[config.mk]
export PLATFORM = sky130hd
export DESIGN_NAME = ppaf_queue
export DESIGN_NICKNAME = d
export VERILOG_FILES = /design/src/design/ppaf_pkg.sv /design/src/design/ppaf_queue.sv
export SDC_FILE = /design/constraint.sdc
export NUM_CORES = 1
export LEC_CHECK = 0
export BUFFER_PORTS_ARGS = -buffer_cell sky130_fd_sc_hd__buf_2
export CORE_UTILIZATION = 56
export DETAILED_ROUTE_END_ITERATION = 8
export PLACE_DENSITY = 0.83
export SLEW_MARGIN = 20
export SYNTH_ARGS = -nofsm -noshare
export SYNTH_HDL_FRONTEND = slang
export SYNTH_SLANG_ARGS = --single-unit
[constraint.sdc]
create_clock -name clk_i -period 11.1 [get_ports clk_i]
set_clock_uncertainty 0.2 [all_clocks]
set_input_delay 1.11 -clock clk_i [delete_from_list [all_inputs] [get_ports clk_i]]
set_output_delay 1.11 -clock clk_i [all_outputs]
set_load 0.01 [all_outputs]
[src/design/ppaf_pkg.sv]
// Shared types, constants and helper functions for the point-pair angle feature core.
// No dependencies; every other design file except ppaf_checker imports this package.
package ppaf_pkg;

  localparam int ValW      = 31;  // scaled operand width, signed
  localparam int WideW     = 70;  // widest exact intermediate (w.n2)
  localparam int SqW       = 62;  // sum of three squares of scaled operands
  localparam int RootW     = SqW / 2;
  localparam int SqrtSteps = RootW;
  localparam int CordW     = 34;  // CORDIC datapath, covers the gain of the rotations
  localparam int CordInW   = ValW + 1;
  localparam int AccW      = 27;  // angle accumulator in 2^-16 degree
  localparam int CordSteps = 23;
  localparam int AngW      = 17;
  localparam int ShW       = 6;
  localparam int FitBits   = 30;  // operands must lie in [-2^30, 2^30)
  localparam int FifoDepth = 4;
  localparam int FifoAw    = $clog2(FifoDepth);

  localparam logic signed [AccW-1:0] Deg180   = AccW'(11796480);
  localparam logic signed [AccW-1:0] Deg90    = AccW'(5898240);
  localparam logic signed [AngW-1:0] AngleMax = AngW'(46080);

  typedef struct packed {
    logic signed [ValW-1:0] b0;
    logic signed [ValW-1:0] b1;
    logic signed [ValW-1:0] b2;
    logic signed [ValW-1:0] bb;
    logic signed [ValW-1:0] a0;
    logic signed [ValW-1:0] a1;
    logic signed [ValW-1:0] a2;
    logic signed [ValW-1:0] ab;
    logic signed [ValW-1:0] gy;
    logic signed [ValW-1:0] gx;
    logic                   degen;
  } ppaf_ops_t;

  typedef struct packed {
    logic empty;
    logic full;
  } ppaf_qstat_t;

  function automatic logic signed [AccW-1:0] atan_entry(input logic [4:0] idx);
    logic signed [AccW-1:0] r;
    case (idx)
      5'd0:  r = AccW'(2949120);
      5'd1:  r = AccW'(1740967);
      5'd2:  r = AccW'(919879);
      5'd3:  r = AccW'(466945);
      5'd4:  r = AccW'(234379);
      5'd5:  r = AccW'(117304);
      5'd6:  r = AccW'(58666);
      5'd7:  r = AccW'(29335);
      5'd8:  r = AccW'(14668);
      5'd9:  r = AccW'(7334);
      5'd10: r = AccW'(3667);
      5'd11: r = AccW'(1833);
      5'd12: r = AccW'(917);
      5'd13: r = AccW'(458);
      5'd14: r = AccW'(229);
      5'd15: r = AccW'(115);
      5'd16: r = AccW'(57);
      5'd17: r = AccW'(29);
      5'd18: r = AccW'(14);
      5'd19: r = AccW'(7);
      5'd20: r = AccW'(4);
      5'd21: r = AccW'(2);
      5'd22: r = AccW'(1);
      default: r = '0;
    endcase
    return r;
  endfunction

  // Smallest right shift that brings all four values into the operand range.
  // A bit that differs from the one above it marks how wide the value is.
  function automatic logic [ShW-1:0] fit_shift(input logic signed [WideW-1:0] a,
                                               input logic signed [WideW-1:0] b,
                                               input logic signed [WideW-1:0] c,
                                               input logic signed [WideW-1:0] e);
    logic [WideW-1:0] m;
    logic [6:0]       p;
    logic             found;
    m = (a ^ (a >>> 1)) | (b ^ (b >>> 1)) | (c ^ (c >>> 1)) | (e ^ (e >>> 1));
    p = '0;
    found = 1'b0;
    for (int k = 0; k < WideW; k++) begin
      if (m[k]) begin
        p = 7'(k);
        found = 1'b1;
      end
    end
    if (found && (p > 7'(FitBits - 1))) begin
      return ShW'(p - 7'(FitBits - 1));
    end
    return '0;
  endfunction

  function automatic logic signed [ValW-1:0] shr(input logic signed [WideW-1:0] x,
                                                 input logic [ShW-1:0] s);
    logic signed [WideW-1:0] t;
    t = x >>> s;
    return t[ValW-1:0];
  endfunction

endpackage

[src/design/ppaf_queue.sv]
// Short item queue between the front and back parts.
// Depends on ppaf_pkg for the operand bundle and status types.
module ppaf_queue (
  input  logic                  clk_i,
  input  logic                  rst_ni,
  input  logic                  push_i,
  input  ppaf_pkg::ppaf_ops_t   data_i,
  input  logic                  pop_i,
  output ppaf_pkg::ppaf_ops_t   data_o,
  output ppaf_pkg::ppaf_qstat_t stat_o
);
  import ppaf_pkg::*;

  ppaf_ops_t         mem_q [FifoDepth];
  logic [FifoAw-1:0] wptr_q, rptr_q;
  logic [FifoAw:0]   cnt_q;

  assign data_o       = mem_q[rptr_q];
  assign stat_o.empty = (cnt_q == '0);
  assign stat_o.full  = (cnt_q == (FifoAw+1)'(FifoDepth));

  always_ff @(posedge clk_i or negedge rst_ni) begin
    if (!rst_ni) begin
      wptr_q <= '0;
      rptr_q <= '0;
      cnt_q  <= '0;
    end else begin
      if (push_i) begin
        wptr_q <= wptr_q + 1'b1;
      end
      if (pop_i) begin
        rptr_q <= rptr_q + 1'b1;
      end
      if (push_i && !pop_i) begin
        cnt_q <= cnt_q + 1'b1;
      end else if (pop_i && !push_i) begin
        cnt_q <= cnt_q - 1'b1;
      end
    end
  end

  always_ff @(posedge clk_i) begin
    if (push_i) begin
      mem_q[wptr_q] <= data_i;
    end
  end

endmodule

==> results by group, run 1 <==
Worst setup path
  – Most frequent cell on the critical path: buf_4
  – Number of buffers and inverters on the critical path: 3
  – Required @ worst endpoint: 9.79 ns
  – Kind of end point of the critical path: output port
  – Type of origin of the critical path: flip-flop
  – Arrival @ worst endpoint: between 4 and 5 ns
  – Critical path's top delay family: buffers and inverters
  – Critical Path Max Stage Delay: about 0.95 ns
  – CP max stage cell: dfrtp_4
  – CP cell instances: buf_4 -> buf_4 -> mux4_1 -> buf_2
  – Critical Path Fanout Max: 73
  – Critical Setup Path Class: flip-flop to output port

Synthesis
  – Post-Synthesis Net Count: between 1500 and 2000
  – Synth warn: 0
  – Flip-flop and latch count after synthesis: 1251
  – Cell type contributing the most total cell area after synthesis: edfxtp_1
  – Portion of the post-synthesis area used by sequential elements: 0.822
  – Count of distinct cell types in the synthesized netlist: 21
  – Netlist area before placement: 0.0456 mm2
  – Number of instances in the synthesized netlist: 1659
  – Average footprint of a synthesized cell: 27.5 um2
  – Top-area cell type share of the netlist area: 0.818
  – Top post-synthesis cells by area: edfxtp_1 (82%), mux4_2 (11%), mux4_1 (5.3%)

CTS
  – Clock tree from TritonCTS: built
  – Number of H-tree levels: 3
  – Clk Tree Root Cell: clkbuf_16
  – Clock-pin slew on the worst setup and hold paths: 0.06 ns
  – Clk sinks: around 1300
  – Clock latency reported for the late side of the worst-skew pair: 0.67 ns
  – Total clock buffers created by CTS: 116
  – CTS max path bufs: 3
  – Postcts setup bufs: 0
  – Post-CTS Resized: 0
  – Number of buffers inserted by hold repair at cts: 0

Floorplanning
  – Die Outline Area: 0.0827 mm2
  – Die span in y: 287 um
  – Count of standard-cell rows: 104
  – Starting Density: 0.567
  – Number of top-level pins: between 600 and 700
  – DIE WIDTH: 287 um
  – Standard cell core area: ~0.081 mm2

Route
  – Drt initial violations: 1893
  – Wirelength per Cell: 28.4 um
  – ANT nets after route: 0
  – Routed wire length: between 100000 and 150000 um
  – Via-per-instance ratio: 5.97
  – Drt first pass iters: 5
  – Via count: 21113
  – Post-detailed-route DRC marker count: 0

Place
  – RD Place Congestion: 0.810
  – HPWL after detailed placement: 58300 um
  – Count of placed standard cells including taps: 3295
  – Port bufs: approximately 630
  – Worst slack after detailed placement: 6.25 ns

GRT
  – Largest net degree at the start of global routing: 162
  – Aggregate global-route resource usage: 0.238
  – GRT Residual Overflow: 0
  – Antenna violations before repair: 39
  – Vias in the first global route: 22218
  – First-pass GRT wire length: 142000 um

Timing
  – Final worst-path setup slack: 5.50 ns
  – Total Negative Setup Slacks: 0 ns
  – Timing-limited maximum frequency: 179 MHz
  – Share of the cycle needed by the critical path after routing: 0.505
  – Setup repair after global routing missed its margin: false
  – Final setup viols: 0
  – Slew at the pin closest to its max-slew limit: 1.22 ns
  – Endpoints failing hold: 0
  – Max transition margin: 0.187
  – Final-report max-slew violation count: 0
  – Period minus WS final: 5.60 ns
  – Worst slack on hold paths: around 0.10 ns

Pwr
  – Power density normalized to cell area: around 270 mW/mm2
  – Pleak: between 15 and 20 nW
  – Worst supply voltage drop on vdd: around 0.00022 V

Finish
  – Leading cell type in the layout, fill and taps excluded: edfxtp_1
  – Filler Cell Count: 4776
  – Area Growth Syn to Fin: 17.5%
  – Final layout net count: 2674
  – Share of layout cells above drive strength 1: 0.424
  – Non-filler instance count after layout: 3536
  – Highest-count cells in the layout ignoring fill and taps: edfxtp_1 (1244), buf_2 (627), mux4_2 (219), clkbuf_16 (117), mux4_1 (92)

Run status
  – Outcome: finished, final reports clean

Job
  – Max Cap Viol: 0

Worst hold path
  – HP Class: input pin to asynchronous set/reset pin
path summary, 6_finish.rpt:
| check | startpoint | to | slack [ns] | depth (start not counted) |
|---|---|---|---|---|
| worst max-delay path | rptr_q[1] | data_o[201] | 5.50 | 4 |
| worst min-delay path | rst_ni | cnt_q[2] | 0.10 | 1 |
| worst max register to register | wptr_q[1] | mem_q[1][113] | 7.41 | 5 |
| worst min register to register | cnt_q[2] | cnt_q[2] | 0.31 | 1 |
| max in group asynchronous | rst_ni | rptr_q[1] | 10.36 | 1 |
| min in group clk_i | cnt_q[2] | cnt_q[2] | 0.31 | 1 |
where the power goes:
group	internal (mW)	total, mW	leakage, nW	switching (mW)
clock	2.22	3.90	1.85	1.68
combinational	1.74	4.04	5.06	2.30
sequential	6.19	6.48	11.5	0.291
total	10.2	14.4	18.4	4.27
synth_stat cells, drive strengths merged:
library cell and instances:
nand2 2, xor2 4, inv 4, o21ai 1
nor3 1, and2 4, fa 1, clkbuf 7
buf 63, ha 5, edfxtp 1244, xnor2 2
nor2 1, mux2 1, mux4 311, dfrtp 7
nor3b 1
metrics by stage:
stage / instance area, um2 / utilization / power (mW)
6_report: 53600 / 0.666 / 14.4
2_1_floorplan: 45600 / - / 9.33
5_1_grt: 53600 / 0.666 / 14.9
4_1_cts: 53600 / 0.665 / 14.5
3_3_place_gp: 49800 / 0.618 / 10.4
3_5_place_dp: 49800 / 0.618 / 10.6
routing by layer:
| layer | share of wire | routed length [um] | vias to the layer above | global-route usage |
|---|---|---|---|---|
| li1 | - | - | 8756 | - |
| met1 | 0.35 | 34800 | 10959 | 0.282 |
| met2 | 0.53 | 53200 | 1134 | 0.412 |
| met3 | 0.082 | 8260 | 242 | 0.0583 |
| met4 | 0.040 | 3980 | 22 | 0.105 |
| met5 | 0.0013 | 126 | - | 0 |
logic make-up after synthesis:
family | count (synthesis) | synth area share
flops | 1251 | 0.822
mux | 312 | 0.161
buf+inv | 74 | 0.0124
simple gates | 9 | 0.00107
xor+xnor | 6 | 0.00115
fa+ha+maj | 6 | 0.00181
compound gates | 1 | 0.000110
state kept, by name (all words and copies together), names as in the netlist:
name and count:
cnt_q 3, mem_q 1244, rptr_q 2, wptr_q 2
cell type report:
class                      count  area, um2  share of cell area
sequential                  1251      37500               0.700
multi-input combinational    334       7560               0.141
timing repair buffer         646       3360              0.0626
clock buffer                 148       3080              0.0575
tap                         1060       1330              0.0247
clock inverter                63        683              0.0127
antenna                       30       75.1             0.00140
inverter                       4       15.0            0.000280
Note: power is estimated with default switching activity, not from simulation.
==> run 2, diff against run 1 <==
==> constraint.sdc (replaced) <==
create_clock -name clk_i -period 5.84 [get_ports clk_i]
set_clock_uncertainty 0.2 [all_clocks]
set_input_delay 0.584 -clock clk_i [delete_from_list [all_inputs] [get_ports clk_i]]
set_output_delay 0.584 -clock clk_i [all_outputs]
set_load 0.01 [all_outputs]
==> results by group, run 2 (synthesis gave the netlist of run 1 again) <==
Place
  – RD Place Congestion: just under 0.8
  – Port bufs: 627
  – HPWL after detailed placement: just under 60000 um

Timing
  – Final-report max-slew violation count: 0
  – Slew at the pin closest to its max-slew limit: 1.13 ns
  – Setup repair after global routing missed its margin: false
  – Timing-limited maximum frequency: 246 MHz
  – Endpoints failing hold: 0
  – Worst slack on hold paths: between 0.1 and 0.15 ns
  – Final setup viols: 0
  – Share of the cycle needed by the critical path after routing: 0.695
  – Total Negative Setup Slacks: 0 ns
  – Period minus WS final: 4.06 ns
  – Max transition margin: 0.246

Route
  – Wirelength per Cell: 29.7 um
  – Via-per-instance ratio: 5.94
  – Drt initial violations: 1911
  – Routed wire length: 114000 um
  – Post-detailed-route DRC marker count: 0
  – ANT nets after route: 0
  – Via count: about 23000
  – Drt first pass iters: 5

Finish
  – Filler Cell Count: around 4400
  – Reg with most FFs: mem_q
  – Leading cell type in the layout, fill and taps excluded: edfxtp_1
  – Largest registers: mem_q (1244), cnt_q (3)
  – Area Growth Syn to Fin: 24.8%
  – Highest-count cells in the layout ignoring fill and taps: edfxtp_1 (1244), buf_2 (627), dlygate4sd3_1 (314), mux4_2 (219), clkbuf_16 (116)
  – Final layout net count: 2991
  – Flip-flop count of the largest register after layout: 1244
  – Share of layout cells above drive strength 1: 0.381

Worst setup path
  – Setup slack of the worst register-to-register path: 3.14 ns
  – Critical Setup Path Class: flip-flop to output port
  – Type of origin of the critical path: flip-flop
  – Worst-case reg-to-reg path depth: 4
  – Worst setup path start: rptr_q[0]
  – Required @ worst endpoint: 5.06 ns
  – Critical Path Fanout Max: 62
  – Arrival @ worst endpoint: 3.27 ns
  – Start of the worst register-to-register path: wptr_q[1]
  – Kind of end point of the critical path: output port
  – Reg-to-reg critical path endpoint: mem_q[1][216]

CTS
  – Post-CTS Resized: 0
  – Clk Tree Root Cell: clkbuf_16
  – Clock latency reported for the late side of the worst-skew pair: ~0.66 ns
  – Clock tree from TritonCTS: built
  – Clock-pin slew on the worst setup and hold paths: 0.07 ns
  – CTS max path bufs: 3
  – Clk sinks: approximately 1300
  – Number of H-tree levels: 3
  – Total clock buffers created by CTS: 115

Floorplanning
  – Die span in y: around 290 um
  – Standard cell core area: 0.0805 mm2
  – Die Outline Area: 0.0827 mm2
  – Number of top-level pins: 628
  – Starting Density: 0.567
  – DIE WIDTH: 287 um
  – Count of standard-cell rows: 104

Pwr
  – Sw frac: 0.305
  – Worst supply voltage drop on vdd: 0.000487 V
  – Sequential group share of total power: 0.441
  – Total internal power: 19.6 mW
  – Switching power total: between 8 and 9 mW
  – Pleak: 19.8 nW
  – Combinational cell fraction of total power: 0.287
  – Power density normalized to cell area: 495 mW/mm2
  – Part of the total power dissipated in the clock network: 0.272

GRT
  – First-pass GRT wire length: 161000 um
  – Vias in the first global route: 24456
  – Largest net degree at the start of global routing: 147
  – Aggregate global-route resource usage: 0.272
  – GRT Residual Overflow: 0
  – Antenna violations before repair: 16

Run status
  – Outcome: finished, final reports clean

Job
  – Max Cap Viol: 0

Worst hold path
  – HP Class: input pin to asynchronous set/reset pin
[run 2: changes by cell type in the layout (fill, tap and decap cells not counted), sizes merged]
cell and change:
buf +4, dlygate4sd3 +314, clkinvlp +8, inv +3
clkbuf -12, diode -18, bufinv +4
[run 2: metal layers]
layer	global-route usage	routed length, um	share of wire	vias to the layer above
li1	-	-	-	9378
met2	0.483	61400	0.54	1315
met5	0	50	0.00044	-
met3	0.0603	9150	0.080	290
met1	0.310	37900	0.33	11827
met4	0.132	5420	0.048	8
[run 2: stage by stage]
step | instances | setup WS, ns | power, mW | area [um2] | util
after detailed placement | 3299 | 2.47 | 20.2 | 49900 | 0.620
after global routing | 3838 | 1.61 | 29.1 | 56900 | 0.707
after CTS | 3827 | 1.72 | 28.0 | 56900 | 0.707
after floorplan | 1659 | 0.775 | 17.4 | 45700 | -
after global placement | 3299 | 2.49 | 19.9 | 49900 | 0.620
final | 3839 | 1.78 | 28.2 | 56900 | 0.707
[run 2: worst max-delay path, cell delays in order (launching register included)]
cell and delay [ns]:
dfrtp_4 1.12, buf_12 0.46, mux4_1 0.69, buf_2 0.17
[run 2: worst max path at each step]
stage / endpoint / slack [ns] / depth (start not counted)
6_report: data_o[171] / 1.78 / 3
5_1_grt: data_o[172] / 1.61 / 3
4_1_cts: data_o[162] / 1.72 / 3
3_5_place_dp: data_o[162] / 2.47 / 3
3_3_place_gp: data_o[172] / 2.49 / 3
2_1_floorplan: mem_q[2][0] / 0.78 / 3
[run 2: area by class of cell]
type / count / area (um2) / share of cell area
tap: 1060 / 1330 / 0.0233
clock buffer: 136 / 2980 / 0.0523
clock inverter: 78 / 870 / 0.0153
sequential: 1251 / 37500 / 0.659
multi-input combinational: 334 / 7560 / 0.133
antenna: 12 / 30.0 / 0.000527
timing repair buffer: 964 / 6630 / 0.116
inverter: 4 / 15.0 / 0.000264
[run 2: power groups by stage]
stage                     Combinational (mW)  Sequential, mW  Clock [mW]
after floorplan                         5.03            12.4           0
after global placement                  7.60            12.3           0
after detailed placement                7.70            12.5           0
after CTS                               8.01            12.4        7.67
after global routing                    8.45            12.5        8.09
final                                   8.09            12.4        7.68
[run 2: timing repair]
action | 4_1_cts | 5_1_grt
hold buffers | 314 | 0
endpoints found under the hold margin | 1255 | 0
setup endpoints to repair | 0 | 0
buffers inserted | 0 | 0
==> run 3, diff against run 2 <==
==> constraint.sdc (replaced) <==
create_clock -name clk_i -period 3.9 [get_ports clk_i]
set_clock_uncertainty 0.2 [all_clocks]
set_input_delay 0.39 -clock clk_i [delete_from_list [all_inputs] [get_ports clk_i]]
set_output_delay 0.39 -clock clk_i [all_outputs]
set_load 0.01 [all_outputs]
==> results by group, run 3 (synthesis gave the netlist of run 1 again) <==
Floorplanning
  – Number of top-level pins: 628
  – Standard cell core area: 0.0805 mm2
  – Count of standard-cell rows: 104
  – DIE WIDTH: 287 um
  – Die Outline Area: around 0.083 mm2
  – Die span in y: 287 um
  – Starting Density: 0.567

Pwr
  – Sw frac: 0.308
  – Combinational cell fraction of total power: 0.297
  – Part of the total power dissipated in the clock network: 0.269
  – Power density normalized to cell area: 743 mW/mm2
  – Sequential group share of total power: 0.433
  – Pleak: 20.0 nW
  – Worst supply voltage drop on vdd: between 0.0007 and 0.0008 V
  – Total internal power: 29.5 mW
  – Switching power total: 13.1 mW

Finish
  – Largest registers: mem_q (1244), cnt_q (3)
  – Reg with most FFs: mem_q
  – Filler Cell Count: about 4300
  – Leading cell type in the layout, fill and taps excluded: edfxtp_1
  – Highest-count cells in the layout ignoring fill and taps: edfxtp_1 (1244), buf_2 (627), dlygate4sd3_1 (315), mux4_2 (219), clkbuf_16 (118)
  – Area of the multi-input gates: 0.00756 mm2
  – Register area: 0.0375 mm2
  – Flip-flop count of the largest register after layout: 1244
  – Area Growth Syn to Fin: 25.7%
  – Share of layout cells above drive strength 1: 0.383
  – Final layout net count: 3033

Place
  – Port bufs: 627
  – HPWL after detailed placement: 62400 um
  – RD Place Congestion: 0.809

Timing
  – Final setup viols: 0
  – Slew at the pin closest to its max-slew limit: 0.731 ns
  – Period minus WS final: ~3.6 ns
  – Worst slack on hold paths: between 0.2 and 0.25 ns
  – Final-report max-slew violation count: 0
  – Share of the cycle needed by the critical path after routing: 0.912
  – Setup repair after global routing missed its margin: false
  – Max transition margin: 0.513
  – Timing-limited maximum frequency: 281 MHz
  – Total Negative Setup Slacks: 0 ns
  – Endpoints failing hold: 0

CTS
  – Number of H-tree levels: 3
  – Postcts setup bufs: 0
  – Clk sinks: 1251
  – CTS max path bufs: 3
  – Number of buffers inserted by hold repair at cts: between 300 and 400
  – Clock latency reported for the late side of the worst-skew pair: between 0.6 and 0.7 ns
  – Clock tree from TritonCTS: built
  – Total clock buffers created by CTS: 118
  – Clk Tree Root Cell: clkbuf_16
  – Clock-pin slew on the worst setup and hold paths: 0.07 ns
  – Post-CTS Resized: 0

Worst setup path
  – Arrival @ worst endpoint: about 3.0 ns
  – Type of origin of the critical path: flip-flop
  – Kind of end point of the critical path: output port
  – Start of the worst register-to-register path: wptr_q[0]
  – Required @ worst endpoint: 3.31 ns
  – Worst setup path start: rptr_q[0]
  – Critical Setup Path Class: flip-flop to output port
  – CP max stage cell: dfrtp_4
  – Critical Path Fanout Max: 24
  – CP cell instances: buf_12 -> buf_4 -> mux4_1 -> buf_2
  – Critical Path Max Stage Delay: roughly 0.7 ns

GRT
  – Most used routing layer in global routing: met2
  – Largest net degree at the start of global routing: 95
  – Met2 Track Usage GR: 0.511
  – First-pass GRT wire length: 167000 um
  – Antenna violations before repair: 10
  – GRT Residual Overflow: 0
  – Aggregate global-route resource usage: 0.283
  – Met3 usage in global routing: 0.0670
  – Vias in the first global route: between 20000 and 25000
  – Met1 usage: 0.321

Route
  – Via-per-instance ratio: around 6
  – ANT nets after route: 0
  – Drt initial violations: 2311
  – Drt first pass iters: 7
  – Post-detailed-route DRC marker count: 0
  – Via count: 23376
  – Routed wire length: 118000 um
  – Wirelength per Cell: 30.4 um

Job
  – Max Cap Viol: 0

Worst hold path
  – HP Class: input pin to flip-flop
  – Worst hold path startpoint: data_i[52]

Run status
  – Outcome: finished, final reports clean
==> run 3: cell count changes in the layout (fill, tap and decap cells not counted), sizes merged <==
cell	delta
bufinv	-3
clkinv	+4
inv	-4
dlygate4sd3	+1
buf	+38
clkinvlp	-5
clkbuf	+10
==> run 3: final cells by class <==
type                            instances  share of cell area
Clock buffer                          146              0.0542
Inverter                                4            0.000262
Multi-Input combinational cell        334               0.132
Sequential cell                      1251               0.654
Antenna cell                           12            0.000523
Tap cell                             1060              0.0231
Timing Repair Buffer                 1003               0.123
Clock inverter                         70              0.0130
==> run 3: power by group through the flow <==
stage / registers [mW] / clock network [mW] / logic (mW)
final: 18.5 / 11.5 / 12.7
after global routing: 18.6 / 12.1 / 13.2
after CTS: 18.4 / 11.4 / 12.5
after detailed placement: 18.6 / 0 / 12.0
after global placement: 18.3 / 0 / 11.8
after floorplan: 18.3 / 0 / 7.54
==> run 3: worst max-delay path: cells and delay by family, from the launching register on <==
kind | cells | cell delay [ns]
buffers and inverters | 3 | 0.85
flip-flops | 1 | 0.71
multiplexers | 1 | 0.68
==> run 3: path summary, 6_finish.rpt <==
path / endpoint / cells past startpoint / slack (ns)
max: data_o[243] / 4 / 0.34
min: mem_q[0][52] / 2 / 0.25
max reg2reg: mem_q[3][248] / 4 / 1.46
min reg2reg: cnt_q[2] / 1 / 0.33
max in group asynchronous: rptr_q[0] / 3 / 2.74
min in group asynchronous: rptr_q[1] / 3 / 0.48
==> run 3: through the flow <==
stage	cell area, um2	utilization	cells	worst slack, ns	power [mW]
finish	57400	0.712	3880	0.342	42.6
global route	57400	0.712	3877	0.171	43.9
CTS	57300	0.712	3868	0.255	42.3
detailed placement	50300	0.625	3337	1.07	30.6
global placement	50300	0.625	3337	1.11	30.1
floorplan	45700	-	1659	0.474	25.8
==> run 3: metal layers <==
metal  up-vias  wire, um
met4         4      5480
li1       9457         -
met3       320     10400
met1     12037     38000
met5         -        26
met2      1558     64000
